$ cat src/hdl/numsym_pkg.sv
package numsym_pkg;

	localparam int WORLD_CELLS = 128;
	localparam int CELL_BITS   = 8;
	localparam int IDX_W       = $clog2(WORLD_CELLS);
	localparam int CNT_W       = IDX_W + 1;
	localparam int POS_W       = IDX_W + 3;
	localparam int SUM_W       = CELL_BITS + 2;

	typedef logic signed [CELL_BITS-1:0] cell_t;
	typedef logic signed [POS_W-1:0]     pos_t;
	typedef logic signed [SUM_W-1:0]     sum_t;
	typedef logic [IDX_W-1:0]            idx_t;
	typedef logic [CNT_W-1:0]            cnt_t;

	localparam cell_t XMARK   = {1'b1, {(CELL_BITS-1){1'b0}}};
	localparam cell_t SAT_MAX = {1'b0, {(CELL_BITS-1){1'b1}}};
	localparam cell_t SAT_MIN = -SAT_MAX;

	// request opcodes
	localparam logic [1:0] OP_LOAD = 2'd0;
	localparam logic [1:0] OP_STEP = 2'd1;
	localparam logic [1:0] OP_READ = 2'd2;

	// reproduction norms
	localparam logic [1:0] NORM_BASIC = 2'd0;
	localparam logic [1:0] NORM_SYMB  = 2'd1;
	localparam logic [1:0] NORM_EXCL  = 2'd2;
	localparam logic [1:0] NORM_COND  = 2'd3;

	// register index (paddr[2])
	localparam logic REG_NORM = 1'b0;
	localparam logic REG_SIZE = 1'b1;

	typedef struct packed {
		logic [1:0] norm_mode;
		logic [7:0] world_size;
	} cfg_t;

	typedef struct packed {
		logic  en;
		idx_t  addr;
		cell_t data;
	} ram_wr_t;

	typedef enum logic [3:0] {
		ST_CLEAR,
		ST_IDLE,
		ST_READ,
		ST_FETCH,
		ST_DECIDE,
		ST_BA_RD,
		ST_BA_WR,
		ST_CH_TEST,
		ST_CH_RD,
		ST_NL_RD,
		ST_NL_CHK,
		ST_NR_RD,
		ST_NR_CHK,
		ST_COPY
	} state_t;

endpackage

$ cat src/hdl/numsym_ram.sv
module numsym_ram
	import numsym_pkg::*;
(
	input  logic    clk,
	input  ram_wr_t wr,
	input  idx_t    raddr,
	output cell_t   rdata
);

	cell_t mem [WORLD_CELLS];

	// one write port
	always_ff @(posedge clk) begin
		if (wr.en) begin
			mem[wr.addr] <= wr.data;
		end
	end

	// registered read, old data on a same-cycle write
	always_ff @(posedge clk) begin
		rdata <= mem[raddr];
	end

endmodule

$ cat src/hdl/numsym_cfg.sv
module numsym_cfg
	import numsym_pkg::*;
(
	input  logic        clk,
	input  logic        arst_n,
	input  logic        psel,
	input  logic        penable,
	input  logic        pwrite,
	input  logic [2:0]  paddr,
	input  logic [31:0] pwdata,
	output logic [31:0] prdata,
	output logic        pready,
	output cfg_t        cfg
);

	logic [1:0] norm_mode_q;
	logic [7:0] world_size_q;
	logic       wr_en;

	assign pready = 1'b1;
	assign wr_en  = psel && penable && pwrite;

	// register writes
	always_ff @(posedge clk or negedge arst_n) begin
		if (!arst_n) begin
			norm_mode_q  <= NORM_BASIC;
			world_size_q <= 8'd10;
		end else if (wr_en) begin
			case (paddr[2])
				REG_NORM: norm_mode_q  <= pwdata[1:0];
				REG_SIZE: world_size_q <= pwdata[7:0];
				default: ;
			endcase
		end
	end

	// read-back
	always_comb begin
		case (paddr[2])
			REG_NORM: prdata = {30'd0, norm_mode_q};
			REG_SIZE: prdata = {24'd0, world_size_q};
			default:  prdata = '0;
		endcase
	end

	assign cfg = '{norm_mode: norm_mode_q, world_size: world_size_q};

endmodule

$ cat src/hdl/numsym_seq.sv
module numsym_seq
	import numsym_pkg::*;
(
	input  logic       clk,
	input  logic       arst_n,
	input  cfg_t       cfg,
	input  logic       in_valid,
	output logic       in_ready,
	input  logic [1:0] op,
	input  idx_t       cell_index,
	input  cell_t      cell_value,
	output logic       out_valid,
	input  logic       out_ready,
	output cell_t      read_value,
	output ram_wr_t    cur_wr,
	output idx_t       cur_raddr,
	input  cell_t      cur_rd,
	output ram_wr_t    nxt_wr,
	output idx_t       nxt_raddr,
	input  cell_t      nxt_rd
);

	function automatic cell_t sat_sum(sum_t s);
		if (s > sum_t'(SAT_MAX)) return SAT_MAX;
		if (s < sum_t'(SAT_MIN)) return SAT_MIN;
		return cell_t'(s);
	endfunction

	function automatic cell_t sat_pos(pos_t s);
		if (s > pos_t'(SAT_MAX)) return SAT_MAX;
		if (s < pos_t'(SAT_MIN)) return SAT_MIN;
		return cell_t'(s);
	endfunction

	function automatic logic is_num(cell_t c);
		return (c != '0) && (c != XMARK);
	endfunction

	function automatic pos_t to_pos(cnt_t c);
		return $signed({{(POS_W-CNT_W){1'b0}}, c});
	endfunction

	// collision rule of the basic norm
	function automatic cell_t basic_add(cell_t nv, cell_t cv, cell_t v);
		sum_t below;
		below = ((cv == XMARK) || (nv == '0)) ? sum_t'(0) : sum_t'(cv);
		return sat_sum(sum_t'(nv) + sum_t'(v) - below);
	endfunction

	state_t state_q, state_d;
	cnt_t   i_q, i_d, n_q, n_d, k_q, k_d, lvl_q, lvl_d;
	pos_t   j_q, j_d, p_q, p_d, lp_q, lp_d;
	cell_t  v_q, v_d, w_q, w_d, ln_q, ln_d;
	logic   out_valid_q, out_valid_d;
	cell_t  out_data_q, out_data_d;

	pos_t   i_pos, n_pos, c_pos, jw_pos;
	cell_t  w_sel, gap;
	cnt_t   km1;
	logic   do_cont, brk, cond;

	assign i_pos = to_pos(i_q);
	assign n_pos = to_pos(n_q);
	assign cond  = (cfg.norm_mode == NORM_COND);
	assign km1   = k_q - cnt_t'(1);
	assign c_pos = i_pos + pos_t'(cur_rd);
	assign gap   = sat_pos(p_q - lp_q);

	// chain continuation, shared by the placement states
	assign w_sel  = (state_q == ST_CH_RD) ? cur_rd : w_q;
	assign jw_pos = i_pos + pos_t'(w_sel);
	assign brk    = !is_num(w_sel) || (w_sel == v_q) || (cond && (jw_pos == j_q));

	// next state and datapath
	always_comb begin
		state_d     = state_q;
		i_d         = i_q;
		n_d         = n_q;
		k_d         = k_q;
		lvl_d       = lvl_q;
		j_d         = j_q;
		p_d         = p_q;
		lp_d        = lp_q;
		v_d         = v_q;
		w_d         = w_q;
		ln_d        = ln_q;
		out_valid_d = out_valid_q && !out_ready;
		out_data_d  = out_data_q;
		in_ready    = 1'b0;
		cur_wr      = '0;
		nxt_wr      = '0;
		cur_raddr   = i_q[IDX_W-1:0];
		nxt_raddr   = i_q[IDX_W-1:0];
		do_cont     = 1'b0;

		case (state_q)
			ST_CLEAR: begin
				cur_wr = '{en: 1'b1, addr: k_q[IDX_W-1:0], data: '0};
				nxt_wr = '{en: 1'b1, addr: k_q[IDX_W-1:0], data: '0};
				if (k_q == cnt_t'(WORLD_CELLS - 1)) begin
					state_d = ST_IDLE;
				end else begin
					k_d = k_q + cnt_t'(1);
				end
			end
			ST_IDLE: begin
				in_ready = !out_valid_q || out_ready;
				if (in_valid && in_ready) begin
					case (op)
						OP_LOAD: begin
							cur_wr      = '{en: 1'b1, addr: cell_index, data: cell_value};
							out_valid_d = 1'b1;
							out_data_d  = '0;
						end
						OP_READ: begin
							cur_raddr = cell_index;
							state_d   = ST_READ;
						end
						OP_STEP: begin
							n_d     = (cfg.world_size > 8'(WORLD_CELLS)) ?
								cnt_t'(WORLD_CELLS) : cnt_t'(cfg.world_size);
							i_d     = '0;
							state_d = ST_FETCH;
						end
						default: begin
							out_valid_d = 1'b1;
							out_data_d  = '0;
						end
					endcase
				end
			end
			ST_READ: begin
				out_valid_d = 1'b1;
				out_data_d  = cur_rd;
				state_d     = ST_IDLE;
			end
			ST_FETCH: begin
				if (i_q >= n_q) begin
					k_d     = '0;
					state_d = ST_COPY;
				end else begin
					state_d = ST_DECIDE;
				end
			end
			ST_DECIDE: begin
				v_d = cur_rd;
				if (cfg.norm_mode == NORM_BASIC) begin
					if (cur_rd == XMARK) begin
						if (nxt_rd == '0) begin
							nxt_wr = '{en: 1'b1, addr: i_q[IDX_W-1:0], data: XMARK};
						end
						i_d     = i_q + cnt_t'(1);
						state_d = ST_FETCH;
					end else begin
						if (nxt_rd != XMARK) begin
							nxt_wr = '{en: 1'b1, addr: i_q[IDX_W-1:0],
								data: basic_add(nxt_rd, cur_rd, cur_rd)};
						end
						if ((cur_rd != '0) && (c_pos >= 0) && (c_pos < n_pos)) begin
							j_d     = c_pos;
							state_d = ST_BA_RD;
						end else begin
							i_d     = i_q + cnt_t'(1);
							state_d = ST_FETCH;
						end
					end
				end else if (!is_num(cur_rd)) begin
					i_d     = i_q + cnt_t'(1);
					state_d = ST_FETCH;
				end else begin
					j_d     = c_pos;
					lvl_d   = cnt_t'(1);
					state_d = ST_CH_TEST;
				end
			end
			ST_BA_RD: begin
				cur_raddr = j_q[IDX_W-1:0];
				nxt_raddr = j_q[IDX_W-1:0];
				state_d   = ST_BA_WR;
			end
			ST_BA_WR: begin
				if (nxt_rd != XMARK) begin
					nxt_wr = '{en: 1'b1, addr: j_q[IDX_W-1:0],
						data: basic_add(nxt_rd, cur_rd, v_q)};
				end
				i_d     = i_q + cnt_t'(1);
				state_d = ST_FETCH;
			end
			ST_CH_TEST: begin
				if ((lvl_q <= n_q) && (j_q >= 0) && (j_q < n_pos)) begin
					cur_raddr = j_q[IDX_W-1:0];
					nxt_raddr = j_q[IDX_W-1:0];
					state_d   = ST_CH_RD;
				end else begin
					i_d     = i_q + cnt_t'(1);
					state_d = ST_FETCH;
				end
			end
			ST_CH_RD: begin
				w_d = cur_rd;
				if (cfg.norm_mode == NORM_SYMB || nxt_rd == '0) begin
					nxt_wr  = '{en: 1'b1, addr: j_q[IDX_W-1:0], data: v_q};
					do_cont = 1'b1;
				end else if (nxt_rd == v_q) begin
					do_cont = 1'b1;
				end else if (!cond || is_num(cur_rd)) begin
					nxt_wr  = '{en: 1'b1, addr: j_q[IDX_W-1:0], data: XMARK};
					do_cont = 1'b1;
				end else begin
					// conflict on a cell that holds no number: look for the nearest numbers either side
					p_d     = j_q - pos_t'(1);
					state_d = ST_NL_RD;
				end
			end
			ST_NL_RD: begin
				if (p_q < 0) begin
					nxt_wr  = '{en: 1'b1, addr: j_q[IDX_W-1:0], data: XMARK};
					do_cont = 1'b1;
				end else begin
					cur_raddr = p_q[IDX_W-1:0];
					state_d   = ST_NL_CHK;
				end
			end
			ST_NL_CHK: begin
				if (is_num(cur_rd)) begin
					lp_d    = p_q;
					ln_d    = cur_rd;
					p_d     = j_q + pos_t'(1);
					state_d = ST_NR_RD;
				end else begin
					p_d     = p_q - pos_t'(1);
					state_d = ST_NL_RD;
				end
			end
			ST_NR_RD: begin
				if (p_q >= n_pos) begin
					nxt_wr  = '{en: 1'b1, addr: j_q[IDX_W-1:0], data: XMARK};
					do_cont = 1'b1;
				end else begin
					cur_raddr = p_q[IDX_W-1:0];
					state_d   = ST_NR_CHK;
				end
			end
			ST_NR_CHK: begin
				if (is_num(cur_rd)) begin
					nxt_wr  = '{en: 1'b1, addr: j_q[IDX_W-1:0],
						data: ((ln_q > 0) == (cur_rd > 0)) ? gap : -gap};
					do_cont = 1'b1;
				end else begin
					p_d     = p_q + pos_t'(1);
					state_d = ST_NR_RD;
				end
			end
			ST_COPY: begin
				// read entry k, move entry k-1 and blank it
				if (k_q < cnt_t'(WORLD_CELLS)) begin
					nxt_raddr = k_q[IDX_W-1:0];
				end
				if (k_q != '0) begin
					cur_wr = '{en: 1'b1, addr: km1[IDX_W-1:0], data: nxt_rd};
					nxt_wr = '{en: 1'b1, addr: km1[IDX_W-1:0], data: '0};
				end
				if (k_q == cnt_t'(WORLD_CELLS)) begin
					out_valid_d = 1'b1;
					out_data_d  = '0;
					state_d     = ST_IDLE;
				end else begin
					k_d = k_q + cnt_t'(1);
				end
			end
			default: state_d = ST_IDLE;
		endcase

		if (do_cont) begin
			if (brk) begin
				i_d     = i_q + cnt_t'(1);
				state_d = ST_FETCH;
			end else begin
				j_d     = jw_pos;
				lvl_d   = lvl_q + cnt_t'(1);
				state_d = ST_CH_TEST;
			end
		end
	end

	// control registers
	always_ff @(posedge clk or negedge arst_n) begin
		if (!arst_n) begin
			state_q     <= ST_CLEAR;
			k_q         <= '0;
			out_valid_q <= 1'b0;
		end else begin
			state_q     <= state_d;
			k_q         <= k_d;
			out_valid_q <= out_valid_d;
		end
	end

	// working registers
	always_ff @(posedge clk) begin
		i_q        <= i_d;
		n_q        <= n_d;
		lvl_q      <= lvl_d;
		j_q        <= j_d;
		p_q        <= p_d;
		lp_q       <= lp_d;
		v_q        <= v_d;
		w_q        <= w_d;
		ln_q       <= ln_d;
		out_data_q <= out_data_d;
	end

	assign out_valid  = out_valid_q;
	assign read_value = out_data_q;

endmodule

$ cat src/hdl/numeric_symbioorganism_generation.sv
// One-dimensional world of numeric organisms held in two cell memories.
// Request channel (in_valid/in_ready): op, cell_index, cell_value.
//   load writes a cell, read returns a cell, advance runs one generation
//   under the norm held in the norm_mode register.
// Result channel (out_valid/out_ready): one read_value per request, zero
//   for everything but a read.
// Registers over the APB port: 0 norm_mode, 4 world_size; no wait states.
// Sequencing: a load registers a zero result; a read also passes the
//   registered memory read. An advance walks the world's cells through
//   the single read port of each memory: fetch and decide per cell, read
//   and write of the offset cell in the basic norm, test and read per chain
//   step, read and check per cell scanned in a nearest-number search, then
//   a pass that moves the next buffer into the current one.
// While a reset pass blanks both memories, only register writes are taken.
// A stalled result stays in the output register; a new request is taken
//   in the cycle that register empties.
module numeric_symbioorganism_generation
	import numsym_pkg::*;
(
	input  logic              clk,
	input  logic              arst_n,
	input  logic              psel,
	input  logic              penable,
	input  logic              pwrite,
	input  logic [2:0]        paddr,
	input  logic [31:0]       pwdata,
	output logic [31:0]       prdata,
	output logic              pready,
	input  logic              in_valid,
	output logic              in_ready,
	input  logic [1:0]        op,
	input  logic [6:0]        cell_index,
	input  logic signed [7:0] cell_value,
	output logic              out_valid,
	input  logic              out_ready,
	output logic signed [7:0] read_value
);

	cfg_t    cfg;
	ram_wr_t cur_wr, nxt_wr;
	idx_t    cur_raddr, nxt_raddr;
	cell_t   cur_rd, nxt_rd;

	numsym_cfg u_cfg (
		.clk     (clk),
		.arst_n  (arst_n),
		.psel    (psel),
		.penable (penable),
		.pwrite  (pwrite),
		.paddr   (paddr),
		.pwdata  (pwdata),
		.prdata  (prdata),
		.pready  (pready),
		.cfg     (cfg)
	);

	// current generation
	numsym_ram u_cur (
		.clk   (clk),
		.wr    (cur_wr),
		.raddr (cur_raddr),
		.rdata (cur_rd)
	);

	// generation under construction
	numsym_ram u_nxt (
		.clk   (clk),
		.wr    (nxt_wr),
		.raddr (nxt_raddr),
		.rdata (nxt_rd)
	);

	numsym_seq u_seq (
		.clk        (clk),
		.arst_n     (arst_n),
		.cfg        (cfg),
		.in_valid   (in_valid),
		.in_ready   (in_ready),
		.op         (op),
		.cell_index (cell_index),
		.cell_value (cell_value),
		.out_valid  (out_valid),
		.out_ready  (out_ready),
		.read_value (read_value),
		.cur_wr     (cur_wr),
		.cur_raddr  (cur_raddr),
		.cur_rd     (cur_rd),
		.nxt_wr     (nxt_wr),
		.nxt_raddr  (nxt_raddr),
		.nxt_rd     (nxt_rd)
	);

endmodule

$ cat config.mk
export PLATFORM = sky130hd
export DESIGN_NAME = numeric_symbioorganism_generation
export DESIGN_NICKNAME = d
export VERILOG_FILES = /design/src/hdl/numsym_pkg.sv /design/src/hdl/numsym_ram.sv /design/src/hdl/numsym_cfg.sv /design/src/hdl/numsym_seq.sv /design/src/hdl/numeric_symbioorganism_generation.sv
export SDC_FILE = /design/constraint.sdc
export NUM_CORES = 2
export LEC_CHECK = 0
export ABC_AREA = 1
export CORE_MARGIN = 1
export CORE_UTILIZATION = 50
export CTS_CLUSTER_DIAMETER = 60
export CTS_CLUSTER_SIZE = 30
export DETAILED_ROUTE_END_ITERATION = 8
export DONT_BUFFER_PORTS = 1
export GPL_ROUTABILITY_DRIVEN = 1
export PLACE_DENSITY = 0.75
export REMOVE_ABC_BUFFERS = 1
export SLEW_MARGIN = 20
export SYNTH_ARGS = -nofsm -noshare
export SYNTH_HDL_FRONTEND = slang
export SYNTH_HIERARCHICAL = 1
export SYNTH_SLANG_ARGS = --single-unit
$ cat constraint.sdc
create_clock -name clk -period 9.3 [get_ports clk]
set_input_delay 1.86 -clock clk [delete_from_list [all_inputs] [get_ports clk]]
set_output_delay 1.86 -clock clk [all_outputs]
set_load 0.01 [all_outputs]
==> metrics.md <==
| Metric | Value |
|---|---|
| Result of the run | complete, no violations |
| RSZ-0062 raised after global routing | false |
| Critical path data arrival time | just over 7000 ps |
| Synth top area share | 0.655 |
| Number of enable-type register cells in the synthesized netlist | 2100 |
| Library cell with the largest summed area after synthesis | sky130_fd_sc_hd__edfxtp_1 |
| Die Footprint | about 190000 um2 |
| Initial antenna violation count | 3 |
| Final setup violation count | 0 |
| Clock transition at the registers of the reported paths | 90 ps |
| Final critical delay including setup and external delays | 6600 ps |
| Starting density of the core | 0.505 |
| Critical-path cell list | inv_1 -> nor3_1 -> nor2_1 -> inv_1 -> nor2_1 -> fa_1 -> inv_1 -> ha_1 -> nand2_1 -> o21ai_0 -> nor2_1 -> o21ai_0 -> nand2_1 -> a22oi_1 -> o21bai_1 -> nand2_1 -> nor2_1 -> nor2_1 -> nand2_4 -> buf_4 |
| Proportion of synthesized flip-flops having asynchronous set or reset | 0.0106 |
| Area inside the core boundary | between 150000 and 200000 um2 |
| Final routed wirelength across all metal layers | 247000 um |
| Pin count of the biggest net entering global routing | 312 |
| Die Width | 441 um |
| Commonest register cell after synthesis | sky130_fd_sc_hd__edfxtp_1 |
| Biggest area contributors in the synthesized netlist | sky130_fd_sc_hd__edfxtp_1, sky130_fd_sc_hd__nand2_1, sky130_fd_sc_hd__nand3_1 |
| Data required time of the critical path | 9820 ps |
| Standard cell with the maximum stage delay on the critical path | sky130_fd_sc_hd__dfxtp_1 |
| Average size of a mapped cell | between 10 and 15 um2 |
| Row Count | 160 |
| Max Cap Violations | 0 |
| Max-slew violation total from the final report | 0 |
| Detailed router's first-iteration violation count | between 8000 and 9000 |
| Sequential standard cell area | 64600 um2 |
| Most prevalent standard cell on the critical path | sky130_fd_sc_hd__nor2_1 |
| Number of cell instances on the worst register-to-register path | 20 |
| Top-level port count | 102 |
| Synth Cell Area | 96200 um2 |
| Clock root buffer | sky130_fd_sc_hd__clkbuf_16 |
| Final number of hold-violating endpoints | 0 |
| Mean routed wirelength per cell | 21.7 um |
| Element type at the critical path start | flop |
| Worst hold slack | 504 ps |
| Drt first pass iters | 6 |
| Worst-case headroom to the max-slew limit | 0.196 |
| Crit Path Category | flop to flop |
| Number of clock buffers inserted by TritonCTS | ~140 |
| Number of cells on the worst hold path | 2 |
| Maximum fanout count along the critical path | between 70 and 80 |
| Detailed placer's ending HPWL | 146000 um |
| Post-synthesis instance total | 8988 |
| Number of warning messages in the yosys log | 6 |
| Yosys cell types | 60 |
| Worst Max-Slew Pin Slew | 1190 ps |
| CTS tree | done |
| Number of vias after detailed routing | 66800 |
| Share of cells above drive strength 1 | 0.0438 |
| Number of hold buffers added after CTS | 0 |
| NumNets Final | 8899 |
| Most common cell in the netlist | sky130_fd_sc_hd__nand2_1 |
| Placer congestion estimate | 0.990 |
| Vias in the first global route | ~62000 |
| Total grt overflow | 0 |
| Count of port buffers added during placement | 0 |
| Setup Buffers After CTS | 0 |
| Setup slack, reg-to-reg | 2700 ps |
| Max Buffers Root-to-Sink | 3 |
| Fin crit share | 0.710 |
| Top cells by count, synth | sky130_fd_sc_hd__nand2_1, sky130_fd_sc_hd__edfxtp_1, sky130_fd_sc_hd__nand3_1, sky130_fd_sc_hd__nor2_1, sky130_fd_sc_hd__inv_1 |
| Register area share after synthesis | 0.672 |
| Remaining design rule violation count | 0 |
| Synthesis-to-layout area growth | 6.45% |
| Total global routing track utilization | 0.249 |
| FF+latch count, synth | 2173 |
| Worst reg2reg path endpoint | u_nxt/mem[15][4] |
| Max stage delay on crit path | roughly 740 ps |
| Skew-Pair Late Insertion Delay | 840 ps |
| Highest clock frequency the design can meet | approximately 150 MHz |
| WHS Endpoint | u_seq/w_q[0] |
| Sort of element at the end of the critical path | flop |
| Path category of the worst min-delay check | flop to flop |
| Maximum level of the CTS H-tree | 4 |
| Reg-to-reg startpoint | u_cur/rdata[7] |
| Number of antenna-violating nets in the routed design | 0 |
| Fill cell instance count of the final layout | 15800 |
| Worst Skew | just under 80 ps |
| Global-route wire length before repair | 370000 um |
| Die height | 441 um |
| Via density per instance | between 5 and 6 |
| Area of combinational cells with multiple inputs | around 28000 um2 |
| Cts repair resizes | 0 |
| Min-Delay Startpoint | u_seq/w_q[0] |
| Clk sinks | 2173 |
[sequential cells by signal (all words and copies together) (netlist names), 10 cells and up]
name and count:
u_nxt/mem 1024, u_cur/mem 1024, u_seq/p_q 10, u_seq/lp_q 10, u_seq/j_q 10
[layout by cell type (no fill, tap or decap), types with 57 or more instances in the layout]
master                         n
sky130_fd_sc_hd__nor3_1       57
sky130_fd_sc_hd__ha_1        105
sky130_fd_sc_hd__nor2_1      433
sky130_fd_sc_hd__clkbuf_16   139
sky130_fd_sc_hd__a21oi_1      82
sky130_fd_sc_hd__nand3_1    1990
sky130_fd_sc_hd__edfxtp_1   2100
sky130_fd_sc_hd__buf_4        76
sky130_fd_sc_hd__nand2_1    2900
sky130_fd_sc_hd__o21ai_0     105
sky130_fd_sc_hd__inv_1       320
[worst max-delay path: cells and delay by family (launching register included)]
family	cells	cell delay [ps]
AO/OA/AOI/OAI	4	1110
adder cells (fa/ha/maj)	2	840
buffers and inverters	4	1470
flip-flops	1	740
AND/OR/NAND/NOR	10	2050
[per-layer routing]
| metal | global-route usage | vias up | wire length, um |
|---|---|---|---|
| met3 | 0.0456 | 516 | 25300 |
| met5 | 0 | - | 36 |
| met1 | 0.338 | 32200 | 95500 |
| met4 | 0.0988 | 4 | 9660 |
| met2 | 0.399 | 3471 | 116000 |
| li1 | - | 30600 | - |
[worst max-delay path by stage]
stage	startpoint	endpoint	depth (start not counted)
detailed placement	u_cur/rdata[7]	u_nxt/mem[12][4]	20
finish	u_cur/rdata[7]	u_nxt/mem[15][4]	20
global route	u_cur/rdata[7]	u_nxt/mem[15][4]	20
global placement	out_ready	u_cur/rdata[7]	16
CTS	u_cur/rdata[7]	u_nxt/mem[15][4]	20
floorplan	u_seq/state_q[0]	u_cur/rdata[7]	18
[per-stage QoR]
stage               setup WS (ps)  setup TNS [ps]   util  instance area (um2)  instances
finish                       2700               0  0.537               102000      11300
global placement             2900               0  0.511                97400      11100
global route                 2240               0  0.537               102000      11300
CTS                          2760               0  0.537               102000      11300
detailed placement           2800               0  0.511                97400      11100
floorplan                  -19820         -201700      -                93300       8495
[layout make-up]
type,instances,share of cell area
antenna,3,0.0000733
tap,2511,0.0307
sequential,2173,0.631
multi-input combinational,5976,0.269
inverter,346,0.0132
clock inverter,105,0.0133
timing repair buffer,90,0.00844
clock buffer,144,0.0342
[kinds of logic (layout without fill, tap and decap cells)]
family                   Yosys count  count (layout)  synth area share
AO/OA/AOI/OAI                    306             306            0.0188
XOR/XNOR                          60              60           0.00561
adder cells (fa/ha/maj)          117             117            0.0162
buffers and inverters            862             685            0.0448
flip-flops                      2173            2173             0.672
other                              2              28         0.0000781
AND/OR/NAND/NOR                 5468            5468             0.243
Power is not shown: default switching activity piles up to over one toggle a cycle in this logic, so the estimate is an artifact.
